===== src/assert_macros.svh =====
// Assertion helpers shared by the RTL files.
`ifndef ASSERT_MACROS_SVH
`define ASSERT_MACROS_SVH

// Check a property on every rising edge of clk outside reset.
`define SHP_ASSERT(lbl, prop, msg) \
  lbl: assert property (@(posedge clk) disable iff (!rst_n) (prop)) else $error(msg);

// Check that a condition never holds on a rising edge of clk outside reset.
`define SHP_NEVER(lbl, cond, msg) \
  lbl: assert property (@(posedge clk) disable iff (!rst_n) !(cond)) else $error(msg);

`endif


===== src/shp_pkg.sv =====
package shp_pkg;

  localparam int HASH_W = 32;
  localparam int CHAR_W = 8;
  localparam int CNT_W  = $clog2(HASH_W);

  localparam int unsigned ALPHABET_MULT   = 256;
  localparam int unsigned DEFAULT_MODULUS = 1000003;

  localparam logic [HASH_W-1:0] MULT_K    = HASH_W'(ALPHABET_MULT);
  localparam logic [HASH_W-1:0] DEF_MOD_K = HASH_W'(DEFAULT_MODULUS);

  // Request to the remainder unit.
  typedef struct packed {
    logic              start;
    logic [HASH_W-1:0] dividend;
    logic [HASH_W-1:0] divisor;
  } rem_req_t;

  // Status back from the remainder unit.
  typedef struct packed {
    logic              busy;
    logic              done;
    logic [HASH_W-1:0] remainder;
  } rem_sts_t;

endpackage


===== src/shp_ifs.sv =====
interface shp_in_if;
  logic                        valid;
  logic                        ready;
  logic [shp_pkg::CHAR_W-1:0] char_code;
  modport source (output valid, output char_code, input ready);
  modport sink   (input valid, input char_code, output ready);
endinterface

interface shp_out_if;
  logic                        valid;
  logic                        ready;
  logic [shp_pkg::HASH_W-1:0] hash_result;
  modport source (output valid, output hash_result, input ready);
  modport sink   (input valid, input hash_result, output ready);
endinterface

interface shp_cfg_if;
  logic                        valid;
  logic                        ready;
  logic [shp_pkg::HASH_W-1:0] mod_value;
  modport source (output valid, output mod_value, input ready);
  modport sink   (input valid, input mod_value, output ready);
endinterface


===== src/shp_rem.sv =====
`include "assert_macros.svh"

// Restoring remainder unit: one quotient bit per cycle.
module shp_rem (
  input  logic              clk,
  input  logic              rst_n,
  input  shp_pkg::rem_req_t req,
  output shp_pkg::rem_sts_t sts
);

  logic                        busy_r;
  logic                        done_r;
  logic [shp_pkg::CNT_W-1:0]  cnt_r;
  logic [shp_pkg::HASH_W-1:0] dvd_r;
  logic [shp_pkg::HASH_W-1:0] dvs_r;
  logic [shp_pkg::HASH_W-1:0] rem_r;

  logic [shp_pkg::HASH_W:0]   trial;
  logic [shp_pkg::HASH_W:0]   diff;
  logic                        ge;
  logic [shp_pkg::HASH_W-1:0] rem_nxt;

  always_comb begin
    trial   = {rem_r, dvd_r[shp_pkg::HASH_W-1]};
    diff    = trial - {1'b0, dvs_r};
    ge      = (trial >= {1'b0, dvs_r});
    rem_nxt = ge ? diff[shp_pkg::HASH_W-1:0] : trial[shp_pkg::HASH_W-1:0];
  end

  always_ff @(posedge clk) begin
    if (!rst_n) begin
      busy_r <= 1'b0;
      done_r <= 1'b0;
      cnt_r  <= '0;
    end else begin
      done_r <= 1'b0;
      if (req.start && !busy_r) begin
        busy_r <= 1'b1;
        cnt_r  <= '0;
        dvd_r  <= req.dividend;
        dvs_r  <= req.divisor;
        rem_r  <= '0;
      end else if (busy_r) begin
        rem_r <= rem_nxt;
        dvd_r <= {dvd_r[shp_pkg::HASH_W-2:0], 1'b0};
        cnt_r <= cnt_r + 1'b1;
        if (cnt_r == {shp_pkg::CNT_W{1'b1}}) begin
          busy_r <= 1'b0;
          done_r <= 1'b1;
        end
      end
    end
  end

  assign sts.busy      = busy_r;
  assign sts.done      = done_r;
  assign sts.remainder = rem_r;

  `SHP_ASSERT(a_rem_below_mod, done_r |-> (rem_r < dvs_r), "remainder not below divisor")
  `SHP_ASSERT(a_done_single, done_r |=> !done_r, "done held longer than one cycle")

endmodule


===== src/string_polynomial_hash_mod_top.sv =====
// Polynomial rolling string hash with a programmable modulus.
// in_ch carries one string byte per word (char_code). A nonzero byte folds
// into the running hash as ((hash * 256 + byte) mod 2^32) mod M, where M is
// the modulus register, or 1000003 when that register is zero. A zero byte
// ends the string: the running hash goes out on out_ch as one word and
// clears to 0.
// cfg_ch writes the modulus register; it is always ready and should be
// written only while the block is idle.
// A nonzero byte is accepted, run through 32 steps of the bit-serial
// remainder unit, then written back; in_ch.ready is low meanwhile.
// A zero byte needs no division; its hash is valid on out_ch the next cycle.
// The result sits in an output register; a stalled receiver holds it there,
// and beyond the busy cycles in_ch.ready also stays low while that register
// is full and not taken.
// Reset (rst_n low, synchronous) clears the hash, the modulus register, the
// sequencer and the output valid.
module string_polynomial_hash_mod_top (
  input  logic      clk,
  input  logic      rst_n,
  shp_in_if.sink    in_ch,
  shp_out_if.source out_ch,
  shp_cfg_if.sink   cfg_ch
);

  typedef enum logic {
    ST_IDLE,
    ST_WAIT
  } state_t;

  state_t                      state_r;
  logic [shp_pkg::HASH_W-1:0] hash_r;
  logic [shp_pkg::HASH_W-1:0] tsize_r;
  logic                        out_valid_r;
  logic [shp_pkg::HASH_W-1:0] out_hash_r;

  logic                        in_acc;
  logic                        is_term;
  logic [shp_pkg::HASH_W-1:0] sum;
  logic [shp_pkg::HASH_W-1:0] modulus;
  shp_pkg::rem_req_t           rem_req;
  shp_pkg::rem_sts_t           rem_sts;

  // Accept a byte only when idle and the output register can take a word.
  assign in_ch.ready = (state_r == ST_IDLE) && (!out_valid_r || out_ch.ready);
  assign in_acc      = in_ch.valid && in_ch.ready;
  assign is_term     = (in_ch.char_code == '0);

  assign cfg_ch.ready = 1'b1;

  always_comb begin
    // Wrap to 32 bits before reduction.
    sum = hash_r * shp_pkg::MULT_K
          + {{(shp_pkg::HASH_W-shp_pkg::CHAR_W){1'b0}}, in_ch.char_code};
    modulus = (tsize_r == '0) ? shp_pkg::DEF_MOD_K : tsize_r;
    rem_req.start    = in_acc && !is_term;
    rem_req.dividend = sum;
    rem_req.divisor  = modulus;
  end

  shp_rem u_rem (
    .clk   (clk),
    .rst_n (rst_n),
    .req   (rem_req),
    .sts   (rem_sts)
  );

  always_ff @(posedge clk) begin
    if (!rst_n) begin
      state_r     <= ST_IDLE;
      hash_r      <= '0;
      tsize_r     <= '0;
      out_valid_r <= 1'b0;
    end else begin
      if (cfg_ch.valid && cfg_ch.ready) begin
        tsize_r <= cfg_ch.mod_value;
      end
      // Drop the output word once taken, unless a terminator refills it now.
      if (out_ch.ready && !(in_acc && is_term)) begin
        out_valid_r <= 1'b0;
      end
      unique case (state_r)
        ST_IDLE: begin
          if (in_acc) begin
            if (is_term) begin
              out_valid_r <= 1'b1;
              out_hash_r  <= hash_r;
              hash_r      <= '0;
            end else begin
              state_r <= ST_WAIT;
            end
          end
        end
        ST_WAIT: begin
          // Hold until the remainder unit finishes, then write back.
          if (rem_sts.done) begin
            hash_r  <= rem_sts.remainder;
            state_r <= ST_IDLE;
          end
        end
        default: state_r <= ST_IDLE;
      endcase
    end
  end

  assign out_ch.valid       = out_valid_r;
  assign out_ch.hash_result = out_hash_r;

  `SHP_NEVER(a_ready_while_busy, in_ch.ready && rem_sts.busy, "input ready while unit busy")
  `SHP_ASSERT(a_term_clears, (in_acc && is_term) |=> (hash_r == '0), "hash not cleared")
  `SHP_NEVER(a_done_outside_wait, rem_sts.done && (state_r != ST_WAIT), "unexpected done")

endmodule


===== src/flat_wrapper.sv =====
// flat-port wrapper written by rule: the top's interface ports become plain ports
module string_polynomial_hash_mod_top_flat 
  (clk, rst_n, in_ch_valid, in_ch_char_code, in_ch_ready, out_ch_valid, out_ch_hash_result, out_ch_ready, cfg_ch_valid, cfg_ch_mod_value, cfg_ch_ready);
  shp_in_if in_ch_i ();
  shp_out_if out_ch_i ();
  shp_cfg_if cfg_ch_i ();
  input  logic clk;
  input  logic rst_n;
  input wire logic [$bits(in_ch_i.valid)-1:0] in_ch_valid;
  input wire logic [$bits(in_ch_i.char_code)-1:0] in_ch_char_code;
  output wire logic [$bits(in_ch_i.ready)-1:0] in_ch_ready;
  output wire logic [$bits(out_ch_i.valid)-1:0] out_ch_valid;
  output wire logic [$bits(out_ch_i.hash_result)-1:0] out_ch_hash_result;
  input wire logic [$bits(out_ch_i.ready)-1:0] out_ch_ready;
  input wire logic [$bits(cfg_ch_i.valid)-1:0] cfg_ch_valid;
  input wire logic [$bits(cfg_ch_i.mod_value)-1:0] cfg_ch_mod_value;
  output wire logic [$bits(cfg_ch_i.ready)-1:0] cfg_ch_ready;
  assign in_ch_i.valid = in_ch_valid;
  assign in_ch_i.char_code = in_ch_char_code;
  assign in_ch_ready = in_ch_i.ready;
  assign out_ch_valid = out_ch_i.valid;
  assign out_ch_hash_result = out_ch_i.hash_result;
  assign out_ch_i.ready = out_ch_ready;
  assign cfg_ch_i.valid = cfg_ch_valid;
  assign cfg_ch_i.mod_value = cfg_ch_mod_value;
  assign cfg_ch_ready = cfg_ch_i.ready;
  string_polynomial_hash_mod_top u_core (.clk(clk), .rst_n(rst_n), .in_ch(in_ch_i), .out_ch(out_ch_i), .cfg_ch(cfg_ch_i));
endmodule

===== config.mk =====
export PLATFORM = sky130hd
export DESIGN_NAME = string_polynomial_hash_mod_top_flat
export DESIGN_NICKNAME = d
export VERILOG_FILES = /design/src/shp_pkg.sv /design/src/shp_ifs.sv /design/src/shp_rem.sv /design/src/string_polynomial_hash_mod_top.sv /design/src/flat_wrapper.sv
export VERILOG_INCLUDE_DIRS = /design/src /design/src/src
export SDC_FILE = /design/constraint.sdc
export NUM_CORES = 1
export LEC_CHECK = 0
export ABC_AREA = 1
export BUFFER_PORTS_ARGS = -buffer_cell sky130_fd_sc_hd__buf_2
export CORE_MARGIN = 3
export CORE_UTILIZATION = 55
export CTS_CLUSTER_SIZE = 8
export DETAILED_ROUTE_END_ITERATION = 16
export GPL_TIMING_DRIVEN = 0
export PLACE_DENSITY = 0.81
export SYNTH_ARGS = -nofsm -noshare
export SYNTH_HDL_FRONTEND = slang
export SYNTH_SLANG_ARGS = --single-unit

===== constraint.sdc =====
create_clock -name clk -period 8 [get_ports clk]
set_clock_uncertainty 0.15 [all_clocks]
set_input_delay 1.2 -clock clk [delete_from_list [all_inputs] [get_ports clk]]
set_output_delay 1.2 -clock clk [all_outputs]
set_load 0.02 [all_outputs]

Yosys cells after proc, flatten, opt, wreduce, memory -nomap -nowiden
Index checks and enable logic that the tools add are counted.
Cells by class
  reductions and logical operators: 20
  muxes and demuxes: 20
  shifts and indexed selects: 0
  multipliers: 0
  div/mod/pow operators: 0
  $lt $le $gt $ge: 1
  add/subtract/negate cells: 3
  bitwise logic cells: 3
  eq/ne operators: 4
Operator list (number)
  32-bit 2-to-1 mux: 7
  32-bit case mux with 2 select lines: 1
  33-bit by 32-bit >= comparator with 1-bit output: 1
  32-bit by 8-bit adder with 32-bit output: 1
  32-bit zero test: 1
  32-bit subtractor: 1
  1-bit 2-to-1 mux: 11
  8-bit zero test: 1
  1-bit logical AND: 6
  5-bit by 1-bit adder with 5-bit output, second input constant: 1
  5-bit equality test, second input constant: 1
  1-bit zero test: 4
  2-bit by 1-bit inequality test with 1-bit output, second input constant: 2
  2-bit AND reduction: 2
  4-bit AND reduction: 1
  1-bit inverter: 3
  3-bit AND reduction: 1
  3-bit OR reduction: 1
  2-bit inequality test, second input constant: 1
  1-bit case mux with 2 select lines: 1
  2-bit nonzero test: 1
  2-bit OR reduction: 1
  1-bit logical OR: 1
Word-level totals
  bits of input ports: 45
  output and inout port bits: 35
  word-level logic and storage cells: 62
  bits in read-only memories: 0
  bits in writable memories: 0
  memories: 0
  bits in latches: 0
  bits in registers: 201

Longest topological paths before layout
Gate-level depths: netlist of run 1.
  depth in word-level cells: 11
  gate-level depth with buffers: 16
  mapped depth without buffers: 16

Cells and area by module
A second synthesis of run 1 with hierarchy kept.
Unflattened totals
  cell total of the unflattened synthesis: 1285
  area total of the unflattened synthesis: 10837.9 um^2
By module, submodules not included
  shp_rem: area an instance 7014.2 um^2, cells an instance 887, instances 1
  string_polynomial_hash_mod_top: area an instance 3823.7 um^2, cells an instance 398, instances 1

Worst setup path before layout of run 1
No wires, ideal clock.
  path type: in2reg
  start: input port out_ch_ready
  end: register u_core.u_rem.dvd_r[0] in the netlist's numbering, enable pin
  library setup time: 0.574 ns
  data arrival time: 6.219 ns
  stages: 6
  path slack: 1.056 ns
  cells stage by stage: inv_1 -> nand2_1 -> inv_1 -> nor3b_1 -> nand2_1 -> o21ai_0
Between the ends
  word-level cells in the longest chain between the ends: 7
Ends and longest elaborated chain
  start, declared: RTL line flat_wrapper.sv:14  | input wire logic [$bits(out_ch_i.ready)-1:0] out_ch_ready;
  1-bit logical OR: RTL line string_polynomial_hash_mod_top.sv:44  | assign in_ch.ready = (state_r == ST_IDLE) && (!out_valid_r || out_ch.ready);
  1-bit logical AND: RTL line string_polynomial_hash_mod_top.sv:44
  1-bit logical AND: RTL line string_polynomial_hash_mod_top.sv:45  | assign in_acc = in_ch.valid && in_ch.ready;
  1-bit logical AND: RTL line string_polynomial_hash_mod_top.sv:55  | rem_req.start = in_acc && !is_term;
  1-bit logical AND: RTL line shp_rem.sv:37  | if (req.start && !busy_r) begin
  2-bit nonzero test (no source line)
  2-bit AND reduction (no source line)
  end signal, assigned: RTL line shp_rem.sv:40  | dvd_r <= req.dividend;
  end signal, assigned: RTL line shp_rem.sv:45  | dvd_r <= {dvd_r[shp_pkg::HASH_W-2:0], 1'b0};
  end, declared: RTL line shp_rem.sv:14  | logic [shp_pkg::HASH_W-1:0] dvd_r;
Every way passes these cells.
A chain may end at the register's enable or synchronous reset.

Worst setup path in the final report of run 1
  start: input port out_ch_ready
  end: register u_core.u_rem.dvs_r[13] in the netlist's numbering, enable pin
Between the ends
  word-level cells in the longest chain between the ends: 6
Ends and longest elaborated chain
  1-bit logical OR: RTL line string_polynomial_hash_mod_top.sv:44
  1-bit logical AND: RTL line string_polynomial_hash_mod_top.sv:44
  1-bit logical AND: RTL line string_polynomial_hash_mod_top.sv:45
  1-bit logical AND: RTL line string_polynomial_hash_mod_top.sv:55
  1-bit logical AND: RTL line shp_rem.sv:37
  2-bit AND reduction (no source line)
  end signal, assigned: RTL line shp_rem.sv:41  | dvs_r <= req.divisor;
  end, declared: RTL line shp_rem.sv:15  | logic [shp_pkg::HASH_W-1:0] dvs_r;
Every way passes these cells.

==> impl_metrics.ini, run 1 <==
[status]
outcome = complete, no violations

[yosys]
synth_nets = 1434
synth_warnings = 0
synth_top_area_share_pct = 36.2
syn_avg_cell_area_um2 = 7.85
yosys_register_bits = 201
synthCells = 1354
synth_top_area_cell = edfxtp_1
yosysSeqAreaShare_pct = 49.9
syn-cell-area_um2 = 10600
synth_area_leaders = edfxtp_1, dfxtp_1, nand2_1
synth_cell_type_count = 36

[die]
initial_utilization_pct = 56.4
fp.dieW_um = 145
die_y_um = 145
fp-row-count = 50
core_um2 = 18800
die_area_um2 = 21000
io_pins = 80

[sta]
holdWs_ns = 0.281
period_needed_ns = 3.16
finalSetupTns_ns = 0
rsz0062_at_grt = false
drv_slew = 0
tightest_slew_ns = 0.893
timing.fmax_mhz = 316
fin_crit_sh_pct = 39.5
relSlewSlack_pct = 40.3
setup_viol = 0
hold_violations = 0

[placed_design]
io_buffers = 78
hpwlAfterDp_um = 18200
gp_congestion = 0.961
dp_cells = 1695

[route]
drtIter0Drc = 618
drtPass1Iterations = 5
wl_per_cell_um = 13.6
route.met2.wl_um = 10800
routed_wl_um = 23700
wl_met1_um = 10500
wl_met3_um = 1560
viasPerCell = 4.92
detail-route-antenna-nets = 0
top_layer = met4
num_vias = 8608
drc = 0

[min_path]
hold_path.class = flop to flop
hold-path-cell-count = 0

[cells_and_area]
n_fill_cell = 1587
drive_above_1_share_pct = 11.8
final_common_cell = nand2_1
final_cells = 1748
final_cell_mix = nand2_1, inv_1, nor2_1
nets = 1546
synthToLayoutAreaGrowth_pct = 15.6
antenna_cells = 0

[setup_path]
path_class = primary input to flop
crit_required_ns = 8.01
r2r_cells = 7
cp-start-kind = primary input
end_kind = flop
cp_data_arrival_time_ns = 3.17
path_max_fanout = 32

[clocking]
cts_tree = done
clock_latency_ns = 0.54
path_clk_slew_ns = 0.05
cts_resized = 0
post-cts-setup-buffer-count = 0
cts.htree.levels = 1
cts.path.max_buffers = 3
hold_buffers = 0
cts-root-buf = clkbuf_16
clock_sinks = 201
cts_buffers = 29

[global_routing]
grtUsageTotal_pct = 22.5
grt_overflow = 0
grt_pass1_vias = 8208
grt_pass1_wl_um = 39100
grt_max_degree = 33
antenna_found_initial = 0

[flow_run]
drv_cap = 0

[pwr]
leakagePower_nw = 5.88
ir_drop_mv = 0.186
power_density_nw_per_um2 = 245
finalPower_mw = 3.01
[per-layer routing]
metal | track usage, % | up-vias
li1 | - | 4469
met1 | 30.4 | 3813
met2 | 37.3 | 262
met3 | 3.06 | 64
met4 | 8.17 | 0
met5 | 0 | -
[per-stage QoR]
step	setup WS (ns)	util, %	instance area, um2
after floorplan	1.06	-	10600
after global placement	-1.06	60.2	11300
after detailed placement	4.31	60.7	11400
after CTS	4.87	65.2	12300
after global routing	4.71	65.2	12300
final	4.84	65.2	12300
[synthesized netlist by cell type, drive strengths merged]
cell and count:
nand2 350, inv 255, nor2 189, edfxtp 128
nand3 81, dfxtp 73, o21ai 57, clkbuf 43
a21oi 41, ha 34, o22ai 24, buf 22
xor2 15, and2 10, nor4 8, nor3 7
nand4 5, a21o 3, or2 3, and3 1
clkinv 1, conb 1, fa 1, nor3b 1
xnor2 1
[critical path, stage by stage]
cell and delay, ns:
buf_2 0.07, inv_1 0.03, nand2_1 0.07, inv_1 0.06, nor3b_1 0.31, nand3_1 0.23
buf_2 0.25, buf_2 0.22, nor2_4 0.68
[kinds of logic (layout without fill, tap and decap cells)]
logic type | Yosys count | after routing | share of synthesized area [%]
flip-flops | 201 | 201 | 49.9
AND/OR/NAND/NOR | 655 | 655 | 26.2
buffers and inverters | 321 | 455 | 12.0
AO/OA/AOI/OAI | 125 | 125 | 6.35
XOR/XNOR | 16 | 16 | 1.32
other | 1 | 1 | 0.0353
adder cells (fa/ha/maj) | 35 | 35 | 4.19
[power by group]
| group | total, mW | internal (mW) | switching [mW] |
|---|---|---|---|
| clock network | 1.14 | 0.708 | 0.430 |
| logic | 0.631 | 0.217 | 0.414 |
| registers | 1.24 | 1.20 | 0.0472 |
| total | 3.01 | 2.12 | 0.892 |
[state kept, by name, indices dropped and copies added (netlist names)]
| register | flops |
|---|---|
| u_core.hash_r | 32 |
| u_core.out_ch.hash_result | 32 |
| u_core.tsize_r | 32 |
| u_core.u_rem.dvd_r | 32 |
| u_core.u_rem.dvs_r | 32 |
| u_core.u_rem.rem_r | 32 |
| u_core.u_rem.cnt_r | 5 |
| u_core.out_ch.valid | 1 |
| u_core.state_r | 1 |
| u_core.u_rem.busy_r | 1 |
| u_core.u_rem.done_r | 1 |
[cell type report]
type                            count  area [um2]  area share (%)
Clock buffer                       50         805            6.55
Multi-Input combinational cell    832        4070            33.1
Tap cell                          260         325            2.65
Buffer                             65         309            2.52
Timing Repair Buffer               81         453            3.69
Inverter                          256         961            7.82
Clock inverter                      3        55.1           0.448
Sequential cell                   201        5310            43.2
[worst paths after layout]
kind                        from                            end  slack (ns)
max                 out_ch_ready         u_core.u_rem.dvs_r[13]        4.84
min            u_core.hash_r[26]  u_core.out_ch.hash_result[26]        0.28
max reg2reg  u_core.out_ch.valid         u_core.u_rem.dvs_r[13]        5.29
min reg2reg    u_core.hash_r[26]  u_core.out_ch.hash_result[26]        0.28
Power figures use the tool's default switching activity.
==> run 2, diff against run 1 <==
PLACE_DENSITY = 0.84   (was 0.81)
clock period = 2.55 ns   (was 8 ns; I/O delays follow)
==> run 2 against run 1 <==
Global-route usage rose by 1.3 points. Sequential share of layout area decreased by 1.5 points. Register-to-register slack worse by 5.2 ns. Power rose to 3.2 times the previous value. Clock power grew to 3.1 times the previous value. Cell count grew 2.1%. Sequential power grew to 3.1 times the previous value. Wire length is 7.7% higher. Die area did not move. Critical endpoint is now u_core.u_rem.dvs_r[15]. Largest power group unchanged. Highest routed layer unchanged.
==> impl_metrics.ini, run 2 (synthesis results as in run 1) <==
[setup_path]
crit_family = simple AND/OR/NAND/NOR gates
cp-start-kind = flop
slowest_delay_ns = 0.48
crit_required_ns = 2.57
critPathMostFrequentCell = buf_2
r2r-end = u_core.u_rem.dvs_r[15]
r2r_slack_ns = 0.1
worstPathBufferInverterCount = 3
rr_startpoint = u_core.out_ch.valid
path_class = flop to flop
path_max_fanout = 16
r2r_cells = 7
end_kind = flop
crit_chain = nand2_1 > inv_1 > nor3b_2 > nand3_1 > buf_2 > buf_2 > nor2_4
crit_slowest_cell = nor2_4
cp_data_arrival_time_ns = 2.47

[route]
routed_wl_um = 25600
detail-route-antenna-nets = 0
wl_per_cell_um = 14.3
drtPass1Iterations = 5
viasPerCell = 5.05
drc = 0
num_vias = 9008
drtIter0Drc = 677

[pwr]
leakagePower_nw = 6.00
power_density_nw_per_um2 = 746
ir_drop_mv = 0.587

[die]
fp.dieW_um = 145
core_um2 = 18800
die_area_um2 = 21000
fp-row-count = 50
io_pins = 80
initial_utilization_pct = 56.4
die_y_um = 145

[cells_and_area]
final_cell_mix = nand2_1, inv_1, nor2_1
final_util_pct = 67.6
drive_above_1_share_pct = 13.3
antenna_cells = 0
final_common_cell = nand2_1
multi_input_area_um2 = 4210
n_fill_cell = 1465
seqCellArea_um2 = 5310
synthToLayoutAreaGrowth_pct = 19.9
nets = 1582

[sta]
relSlewSlack_pct = 33.4
hold_violations = 0
period_needed_ns = 2.45
drv_slew = 0
timing.fmax_mhz = 408
setup_ws_ns = 0.0964
rsz0062_at_grt = true
fin_crit_sh_pct = 96.2
setup_viol = 0
tightest_slew_ns = 0.998

[status]
outcome = complete, no violations

[global_routing]
grtUsageTotal_pct = 23.8
grt_max_degree = 33
grt_pass1_vias = 8743
grt_overflow = 0
antenna_found_initial = 0
grt_pass1_wl_um = 41400

[clocking]
cts_tree = done
clock_sinks = 201
cts-root-buf = clkbuf_16
cts.path.max_buffers = 3
clock_latency_ns = 0.54
cts_buffers = 29
cts.htree.levels = 1
path_clk_slew_ns = 0.05

[placed_design]
io_buffers = 78
place_ws_ns = -0.206
gp_congestion = 0.952
hpwlAfterDp_um = 18500

[flow_run]
drv_cap = 0

[min_path]
worstHoldStart = cfg_ch_mod_value[9]
hold_path.class = primary input to flop
whs_endpoint = u_core.tsize_r[9]
hold-path-cell-count = 3
==> run 2: cell types whose count changed in the layout (fill, tap and decap cells not counted), sizes merged <==
cell / change
bufinv: -1
clkbuf: +2
clkinv: -1
clkinvlp: +1
dlygate4sd3: +34
nor2: +2
==> run 2: worst min-delay path, delay by kind of cell <==
kind | cells | cell delay (ns)
AO/OA/AOI/OAI | 2 | 0.19
buffers and inverters | 1 | 0.08
==> run 2: worst max-delay path by stage <==
| stage | from | to | slack [ns] | depth (start not counted) |
|---|---|---|---|---|
| 6_report | u_core.out_ch.valid | u_core.u_rem.dvs_r[15] | 0.1 | 7 |
| 5_1_grt | u_core.u_rem.rem_r[21] | u_core.u_rem.rem_r[28] | -0.02 | 14 |
| 4_1_cts | u_core.u_rem.dvd_r[31] | u_core.u_rem.rem_r[30] | 0.01 | 16 |
| 3_5_place_dp | out_ch_ready | u_core.u_rem.dvs_r[7] | -0.21 | 9 |
| 3_3_place_gp | out_ch_ready | u_core.u_rem.dvs_r[7] | -0.64 | 9 |
| 2_1_floorplan | out_ch_ready | u_core.u_rem.dvs_r[0] | 0.002 | 8 |
==> run 2: layout make-up <==
type	count	area share (%)
Clock inverter	2	0.216
Tap cell	260	2.55
Sequential cell	201	41.7
Timing Repair Buffer	115	6.17
Multi-Input combinational cell	834	33.1
Inverter	256	7.54
Buffer	65	2.43
Clock buffer	52	6.38
==> run 2: report_power, final <==
part	switching (mW)	internal, mW
Clock	1.36	2.13
Combinational	1.35	0.751
Sequential	0.153	3.75
==> run 2: timing repair <==
action,4_1_cts,5_1_grt
hold buffers,34,0
pin swaps,1,0
setup buffers,0,1
resized for setup,0,30
hold endpoints to repair,34,0
endpoints found under the setup margin,32,74
gates cloned,1,1
==> run 2: through the flow <==
step / instance area, um2 / cells / hold WS, ns / total power, mW / setup TNS [ns]
finish: 12700 / 1785 / 0.0112 / 9.50 / 0
floorplan: 10600 / 1354 / 0.258 / 5.36 / 0
global placement: 11400 / 1692 / 0.263 / 5.84 / -73.19
CTS: 12600 / 1783 / 0.00440 / 9.42 / 0
detailed placement: 11400 / 1694 / 0.268 / 5.90 / -11.19
global route: 12700 / 1785 / 0.0247 / 9.96 / -0.126
==> run 2: per-layer routing <==
| metal | vias to the layer above | routed length [um] | GRT usage [%] |
|---|---|---|---|
| met4 | 0 | 659 | 6.51 |
| met2 | 281 | 12000 | 40.4 |
| met3 | 51 | 1680 | 3.50 |
| li1 | 4532 | - | - |
| met5 | - | 0 | 0 |
| met1 | 4144 | 11200 | 32.0 |
